## src/hw/rtl/spq_pkg.sv

```systemverilog
// Shared types and constants for the sorted priority queue.
// Holds queue sizing, action and status codes, and the controller/datapath structs.
// No dependencies.
package spq_pkg;

  // Queue sizing and field widths
  localparam int DEPTH          = 16;
  localparam int PAYLOAD_WIDTH  = 32;
  localparam int PRIORITY_WIDTH = 16;
  localparam int CNT_W          = $clog2(DEPTH + 1);

  // Port field widths (fixed by the interface)
  localparam int IN_PAY_W  = 32;
  localparam int IN_PRI_W  = 16;
  localparam int OUT_PAY_W = 32;
  localparam int STATUS_W  = 2;
  localparam int OCC_W     = 5;

  // Action codes
  localparam logic ACT_INSERT = 1'b0;
  localparam logic ACT_REMOVE = 1'b1;

  // Result status codes
  localparam logic [STATUS_W-1:0] STATUS_OK    = 2'd0;
  localparam logic [STATUS_W-1:0] STATUS_EMPTY = 2'd1;
  localparam logic [STATUS_W-1:0] STATUS_FULL  = 2'd2;

  // Controller to datapath commands
  typedef struct packed {
    logic                do_insert;
    logic                do_remove;
    logic                load;
    logic [STATUS_W-1:0] status;
  } spq_cmd_t;

  // Datapath to controller status
  typedef struct packed {
    logic full;
    logic empty;
  } spq_stat_t;

endpackage

```

## src/hw/rtl/spq_ctrl.sv

```systemverilog
// Controller for the sorted priority queue: handshake and command generation.
// Tracks whether the result register holds an untaken word.
// Depends on spq_pkg.
module spq_ctrl
  import spq_pkg::*;
(
  input  logic      clk,
  input  logic      rst_n,
  input  logic      in_valid,
  output logic      in_stall,
  input  logic      in_action,
  output logic      out_valid,
  input  logic      out_stall,
  input  spq_stat_t stat,
  output spq_cmd_t  cmd
);

  localparam logic ST_IDLE = 1'b0;
  localparam logic ST_SHOW = 1'b1;

  logic state_r;
  logic state_nxt;
  logic accept;
  logic is_insert;

  // Stall only while a result is held and not taken
  assign in_stall  = (state_r == ST_SHOW) && out_stall;
  assign out_valid = (state_r == ST_SHOW);
  assign accept    = in_valid && !in_stall;
  assign is_insert = (in_action == ACT_INSERT);

  // Commands to the cell row
  always_comb begin
    cmd.load      = accept;
    cmd.do_insert = accept && is_insert && !stat.full;
    cmd.do_remove = accept && !is_insert && !stat.empty;
    case (in_action)
      ACT_INSERT: cmd.status = stat.full ? STATUS_FULL : STATUS_OK;
      ACT_REMOVE: cmd.status = stat.empty ? STATUS_EMPTY : STATUS_OK;
      default:    cmd.status = STATUS_OK;
    endcase
  end

  // Result register occupancy
  always_comb begin
    state_nxt = state_r;
    case (state_r)
      ST_IDLE: if (accept) state_nxt = ST_SHOW;
      ST_SHOW: begin
        if (accept) state_nxt = ST_SHOW;
        else if (!out_stall) state_nxt = ST_IDLE;
      end
      default: state_nxt = ST_IDLE;
    endcase
  end

  always_ff @(posedge clk) begin
    if (!rst_n) begin
      state_r <= ST_IDLE;
    end else begin
      state_r <= state_nxt;
    end
  end

  // An accepted word always shows a result next cycle
  a_accept_shows: assert property (@(posedge clk) disable iff (!rst_n)
    accept |=> out_valid)
    else $error("accepted word did not produce a result");

  // Insert and remove commands are exclusive
  a_cmd_excl: assert property (@(posedge clk) disable iff (!rst_n)
    !(cmd.do_insert && cmd.do_remove))
    else $error("insert and remove issued together");

  // A stalled result word stays offered
  a_hold_stalled: assert property (@(posedge clk) disable iff (!rst_n)
    (out_valid && out_stall) |=> out_valid)
    else $error("stalled result word dropped");

endmodule

```

## src/hw/rtl/spq_datapath.sv

```systemverilog
// Datapath for the sorted priority queue: a row of compare-and-shift cells,
// the entry count and the result register. Depends on spq_pkg.
module spq_datapath
  import spq_pkg::*;
(
  input  logic                        clk,
  input  logic                        rst_n,
  input  spq_cmd_t                    cmd,
  input  logic [IN_PAY_W-1:0]         in_payload,
  input  logic signed [IN_PRI_W-1:0]  in_priority_req,
  output spq_stat_t                   stat,
  output logic [OUT_PAY_W-1:0]        out_removed_payload,
  output logic [STATUS_W-1:0]         out_status,
  output logic [OCC_W-1:0]            out_occupancy
);

  logic [PAYLOAD_WIDTH-1:0]         pay_r   [DEPTH];
  logic [PAYLOAD_WIDTH-1:0]         pay_nxt [DEPTH];
  logic signed [PRIORITY_WIDTH-1:0] pri_r   [DEPTH];
  logic signed [PRIORITY_WIDTH-1:0] pri_nxt [DEPTH];
  logic [DEPTH-1:0]                 gt;

  logic [CNT_W-1:0] count_r;
  logic [CNT_W-1:0] count_nxt;

  logic [OUT_PAY_W-1:0] res_pay_r;
  logic [OUT_PAY_W-1:0] res_pay_nxt;
  logic [STATUS_W-1:0]  res_status_r;
  logic [OCC_W-1:0]     res_occ_r;

  logic [PAYLOAD_WIDTH-1:0]         new_pay;
  logic signed [PRIORITY_WIDTH-1:0] new_pri;

  // Incoming entry, fitted to stored widths (port and stored widths are equal)
  assign new_pay = PAYLOAD_WIDTH'(in_payload);
  assign new_pri = PRIORITY_WIDTH'(in_priority_req);

  assign stat.full  = (count_r == CNT_W'(DEPTH));
  assign stat.empty = (count_r == '0);

  // Cell row: each cell keeps, takes the new entry, shifts down or shifts up
  for (genvar i = 0; i < DEPTH; i++) begin : g_cell
    logic [PAYLOAD_WIDTH-1:0]         up_pay;
    logic signed [PRIORITY_WIDTH-1:0] up_pri;
    logic [PAYLOAD_WIDTH-1:0]         dn_pay;
    logic signed [PRIORITY_WIDTH-1:0] dn_pri;
    logic                             gt_prev;

    // Stored entry outranks the new one
    assign gt[i] = (CNT_W'(i) < count_r) && (pri_r[i] > new_pri);

    if (i == 0) begin : g_first
      assign up_pay  = new_pay;
      assign up_pri  = new_pri;
      assign gt_prev = 1'b1;
    end else begin : g_rest
      assign up_pay  = pay_r[i-1];
      assign up_pri  = pri_r[i-1];
      assign gt_prev = gt[i-1];
    end

    if (i == DEPTH - 1) begin : g_last
      assign dn_pay = pay_r[i];
      assign dn_pri = pri_r[i];
    end else begin : g_inner
      assign dn_pay = pay_r[i+1];
      assign dn_pri = pri_r[i+1];
    end

    always_comb begin
      pay_nxt[i] = pay_r[i];
      pri_nxt[i] = pri_r[i];
      if (cmd.do_insert) begin
        if (!gt_prev) begin
          pay_nxt[i] = up_pay;
          pri_nxt[i] = up_pri;
        end else if (!gt[i]) begin
          pay_nxt[i] = new_pay;
          pri_nxt[i] = new_pri;
        end
      end else if (cmd.do_remove) begin
        pay_nxt[i] = dn_pay;
        pri_nxt[i] = dn_pri;
      end
    end
  end

  always_ff @(posedge clk) begin
    pay_r <= pay_nxt;
    pri_r <= pri_nxt;
  end

  // Entry count
  always_comb begin
    count_nxt = count_r;
    if (cmd.do_insert) count_nxt = CNT_W'(count_r + 1'b1);
    else if (cmd.do_remove) count_nxt = CNT_W'(count_r - 1'b1);
  end

  always_ff @(posedge clk) begin
    if (!rst_n) begin
      count_r <= '0;
    end else begin
      count_r <= count_nxt;
    end
  end

  // Result register
  assign res_pay_nxt = cmd.do_remove ? OUT_PAY_W'(pay_r[0]) : '0;

  always_ff @(posedge clk) begin
    if (cmd.load) begin
      res_pay_r    <= res_pay_nxt;
      res_status_r <= cmd.status;
      res_occ_r    <= OCC_W'(count_nxt);
    end
  end

  assign out_removed_payload = res_pay_r;
  assign out_status          = res_status_r;
  assign out_occupancy       = res_occ_r;

  // Count never passes the depth
  a_count_bound: assert property (@(posedge clk) disable iff (!rst_n)
    count_r <= CNT_W'(DEPTH))
    else $error("entry count above depth");

  // An insert grows the queue by one
  a_insert_grows: assert property (@(posedge clk) disable iff (!rst_n)
    cmd.do_insert |=> count_r == CNT_W'($past(count_r) + 1'b1))
    else $error("insert did not grow the queue");

  // Valid cells stay in descending priority order
  for (genvar i = 0; i < DEPTH - 1; i++) begin : g_order_chk
    a_sorted: assert property (@(posedge clk) disable iff (!rst_n)
      (CNT_W'(i + 1) < count_r) |-> (pri_r[i] >= pri_r[i+1]))
      else $error("cell row out of priority order");
  end

endmodule

```

## src/hw/rtl/sorted_priority_queue.sv

```systemverilog
// Sorted priority queue top level: controller plus compare-and-shift cell row.
// An accepted word's result word appears in the output register in the next cycle.
// Throughput: one word per cycle while the input is not stalled; the cell row updates all cells in parallel.
// The input stalls only while a result is held and the output side stalls.
// Reset (synchronous, rst_n low) empties the queue and drops any held result.
// Depends on spq_pkg, spq_ctrl, spq_datapath.
module sorted_priority_queue
  import spq_pkg::*;
(
  input  logic                       clk,
  input  logic                       rst_n,
  input  logic                       in_valid,
  output logic                       in_stall,
  input  logic                       in_action,
  input  logic [IN_PAY_W-1:0]        in_payload,
  input  logic signed [IN_PRI_W-1:0] in_priority_req,
  output logic                       out_valid,
  input  logic                       out_stall,
  output logic [OUT_PAY_W-1:0]       out_removed_payload,
  output logic [STATUS_W-1:0]        out_status,
  output logic [OCC_W-1:0]           out_occupancy
);

  spq_cmd_t  cmd;
  spq_stat_t stat;

  spq_ctrl u_ctrl (
    .clk       (clk),
    .rst_n     (rst_n),
    .in_valid  (in_valid),
    .in_stall  (in_stall),
    .in_action (in_action),
    .out_valid (out_valid),
    .out_stall (out_stall),
    .stat      (stat),
    .cmd       (cmd)
  );

  spq_datapath u_datapath (
    .clk                 (clk),
    .rst_n               (rst_n),
    .cmd                 (cmd),
    .in_payload          (in_payload),
    .in_priority_req     (in_priority_req),
    .stat                (stat),
    .out_removed_payload (out_removed_payload),
    .out_status          (out_status),
    .out_occupancy       (out_occupancy)
  );

endmodule
```

## config.mk

```make
export PLATFORM = sky130hd
export DESIGN_NAME = sorted_priority_queue
export DESIGN_NICKNAME = d
export VERILOG_FILES = /design/src/hw/rtl/spq_pkg.sv /design/src/hw/rtl/spq_ctrl.sv /design/src/hw/rtl/spq_datapath.sv /design/src/hw/rtl/sorted_priority_queue.sv
export SDC_FILE = /design/constraint.sdc
export NUM_CORES = 2
export LEC_CHECK = 0
export ABC_AREA = 1
export BUFFER_PORTS_ARGS = -buffer_cell sky130_fd_sc_hd__buf_2
export CAP_MARGIN = 20
export CORE_ASPECT_RATIO = 1.25
export CORE_UTILIZATION = 45
export CTS_CLUSTER_SIZE = 30
export DETAILED_ROUTE_END_ITERATION = 10
export PLACE_DENSITY = 0.59
export SYNTH_ARGS = -nofsm -noshare
export SYNTH_HDL_FRONTEND = slang
export SYNTH_SLANG_ARGS = --single-unit
```

## constraint.sdc

```tcl
create_clock -name clk -period 8 [get_ports clk]
set_input_delay 0.8 -clock clk [delete_from_list [all_inputs] [get_ports clk]]
set_output_delay 0.8 -clock clk [all_outputs]
set_load 0.005 [all_outputs]
```

==> summary.md <==
| Metric | Value |
|---|---|
| Final Hold Fails | `0` |
| Area growth from synthesis to layout | `8.12%` |
| Final Slew Violations | `0` |
| Tcrit/Tclk final | `55.8%` |
| Power per Cell Area | `217 mW/mm^2` |
| Vias | `41.8k` |
| Synth Flop Type | `edfxtp_1` |
| Async S/R FF share, synth | `0%` |
| Final setup viols | `0` |
| FF+latch count, synth | `813` |
| DIE WIDTH | `303 um` |
| Worst-path clk slew | `0.06 ns` |
| Setup Skew | `0.0250 ns` |
| Area leader, netlist | `edfxtp_1` |
| Drt pass-1 iters | `6` |
| Boundary pin count | `94` |
| Fin area | `0.0551 sq mm` |
| IR drop worst, VDD | `0.000152 V` |
| Ant. Diodes | `0` |
| Clock Sinks | `813` |
| Initial antenna violation count | `0` |
| Root buf cell | `clkbuf_16` |
| Mapped Nets | `6866` |
| TritonCTS clock tree | `yes` |
| Vias in the first global route | `40.9k` |
| Worst Path Required | `8.33 ns` |
| Starting density of the core | `45.6%` |
| Distinct cells, synth | `32` |
| Via density | `5.28` |
| Die area | `0.115 sq mm` |
| MaxCap Viol Count | `0` |
| Area of the multi-input gates | `0.0219 sq mm` |
| Worst setup SP type | `primary input` |
| PortBufs | `93` |
| # H-tree levels | `3` |
| Total CTS buffers | `90` |
| Post-CTS Hold Fix Bufs | `0` |
| Yosys warns | `0` |
| Min Tclk post-route | `4.47 ns` |
| Synth top area share | `47.5%` |
| Most common cell in the synthesized netlist | `nand2_1` |
| Post-Route WL | `137000 um` |
| ANT nets after route | `0` |
| Pleak | `26.5 nW` |
| Starting DRT DRC Count | `3417` |
| Status | `complete, no violations` |
| Setup repair after global routing missed its margin | `no` |
| Hold Path Class | `primary input to register` |
| Global-route wire length before repair | `223000 um` |
| Postcts setup bufs | `0` |
| Congestion Overflow GR | `0` |
| WL/cell | `17.3 um` |
| Final GP Congestion | `0.858` |
| Mapped Cells | `6554` |
| Synth cell count leaders | `2288 x nand2_1, 1377 x nand3_1, 830 x inv_1` |
| Cell Rows | `137` |
| Register area share after synthesis | `47.8%` |
| Worst setup EP type | `register` |
| Setup TNS | `0 ns` |
| Largest net degree at the start of global routing | `159` |
| Fmax | `0.224 GHz` |
| CORE AREA | `0.112 sq mm` |
| Layout cells sized above 1 | `5.51%` |
| Crit Path Max Fanout | `49` |
| Number of synthesized flops with an enable pin | `807` |
| Max clock buf depth | `3` |
| DP HPWL | `94600 um` |
| Worst skew pair latency | `0.69 ns` |
| Tot GR Track Use | `23.8%` |
| Worst-Margin Slew | `1.05 ns` |
| Storage cell area | `0.0244 sq mm` |
| Crit Path Category | `primary input to register` |
| Area after DPL | `0.0524 sq mm` |
| Post-synthesis cell area | `0.0510 sq mm` |
| PostCTS Resize Cnt | `0` |
| Fin nets | `6708` |
| Worst Path Arrival | `4.79 ns` |
| Top post-synthesis cells by area | `edfxtp_1 48%, nand2_1 17%, nand3_1 14%` |
| Number of fill cells in the layout | `11.0k` |
| Worst relative slew slack | `30.1%` |
| Die Ht | `378 um` |
| Post-synthesis area per instance | `7.78 sq um` |
| Drc violations | `0` |
-- placed cells by master, fill, tap and decap left out, types with 6 or more instances in the layout --
| cell | Yosys | final |
|---|---|---|
| buf_4 | 30 | 93 |
| clkbuf_16 | 0 | 93 |
| nand3_1 | 1377 | 1366 |
| a21boi_0 | 10 | 10 |
| a21oi_4 | 0 | 16 |
| clkbuf_1 | 202 | 26 |
| o21bai_1 | 22 | 22 |
| clkinv_1 | 0 | 21 |
| inv_1 | 830 | 830 |
| a21oi_1 | 123 | 107 |
| clkinv_2 | 0 | 13 |
| nand4_1 | 85 | 85 |
| edfxtp_1 | 807 | 807 |
| nor2_1 | 151 | 147 |
| buf_2 | 173 | 93 |
| dfxtp_1 | 6 | 6 |
| ha_1 | 259 | 259 |
| nand2_1 | 2288 | 2284 |
| o21ai_0 | 121 | 120 |
| nand3_2 | 0 | 11 |
-- flip-flops by register name, indices dropped and copies added, names as in the netlist, 2 cells and up --
register and flops:
u_datapath.out_removed_payload 32, u_datapath.count_r 5, u_datapath.g_cell.dn_pri 208, u_datapath.g_cell.up_pri 48, u_datapath.out_occupancy 5, u_datapath.out_status 2
u_datapath.g_cell.up_pay 96, u_datapath.g_cell.dn_pay 416
-- logic make-up after synthesis --
kind of cell               share of synthesized area, %
and+or+nand+nor                                    32.6
AOI/OAI and AO/OA                                  3.20
adders and majority gates                          6.36
DFF                                                47.8
xor gates and xnor gates                         0.0687
buffers and inverters                              10.0
-- layer usage --
metal | wire length (um) | track usage [%] | vias up
met5 | 0 | 0 | -
li1 | - | - | 21200
met1 | 63500 | 33.0 | 19400
met3 | 6910 | 2.16 | 172
met2 | 63900 | 39.6 | 1082
met4 | 2550 | 6.36 | 0
-- critical path: stages --
cell and delay [ns]:
buf_2 0.11, inv_1 0.58, buf_4 0.39, ha_1 0.20
nand2_1 0.05, nor2_1 0.11, nand3_1 0.12, nor2_1 0.24
nand2_1 0.15, nand3_1 0.14, nand2_1 0.08, nand3_2 0.06
buf_4 0.42, nor2_1 0.22, a21oi_4 0.54, buf_4 0.50
-- worst paths after layout --
path                                    startpoint                               end  cells after the start  slack, ns
setup reg to reg             u_datapath.count_r[1]  u_datapath.g_cell[12].dn_pay[16]                     11       3.62
hold reg to reg   u_datapath.g_cell[14].dn_pay[20]  u_datapath.g_cell[13].dn_pay[20]                      2       0.51
hold / removal                            in_valid                  u_ctrl.out_valid                      3       0.35
setup / recovery               in_priority_req[13]  u_datapath.g_cell[11].dn_pay[20]                     16       3.53
-- per-stage QoR --
step | setup WS, ns | power, mW | util [%] | hold WS (ns) | instances
after global placement | 2.99 | 8.04 | 46.8 | 0.498 | 7762
after global routing | 3.26 | 12.6 | 49.3 | 0.360 | 7923
after floorplan | 1.34 | 7.38 | - | 0.495 | 6554
after detailed placement | 2.86 | 8.09 | 46.8 | 0.503 | 7762
final | 3.53 | 12.0 | 49.3 | 0.352 | 7923
after CTS | 3.59 | 12.1 | 49.2 | 0.316 | 7922
-- area by class of cell --
cell class / instances / share of cell area (%)
well taps: 1459 / 3.31
inverters: 835 / 5.70
clock inverters: 41 / 0.497
repair buffers: 188 / 2.18
multi-input cells: 4468 / 39.7
flip-flops and latches: 813 / 44.2
clock buffers: 119 / 4.40
-- where the power goes --
part           internal [mW]  total (mW)  leakage (nW)  switching [mW]
combinational          0.707        2.44          17.5            1.73
sequential              5.31        5.57          7.71           0.262
clock                   2.19        3.96          1.32            1.77
total                   8.21        12.0          26.5            3.76
Power figures use the tool's default switching activity.
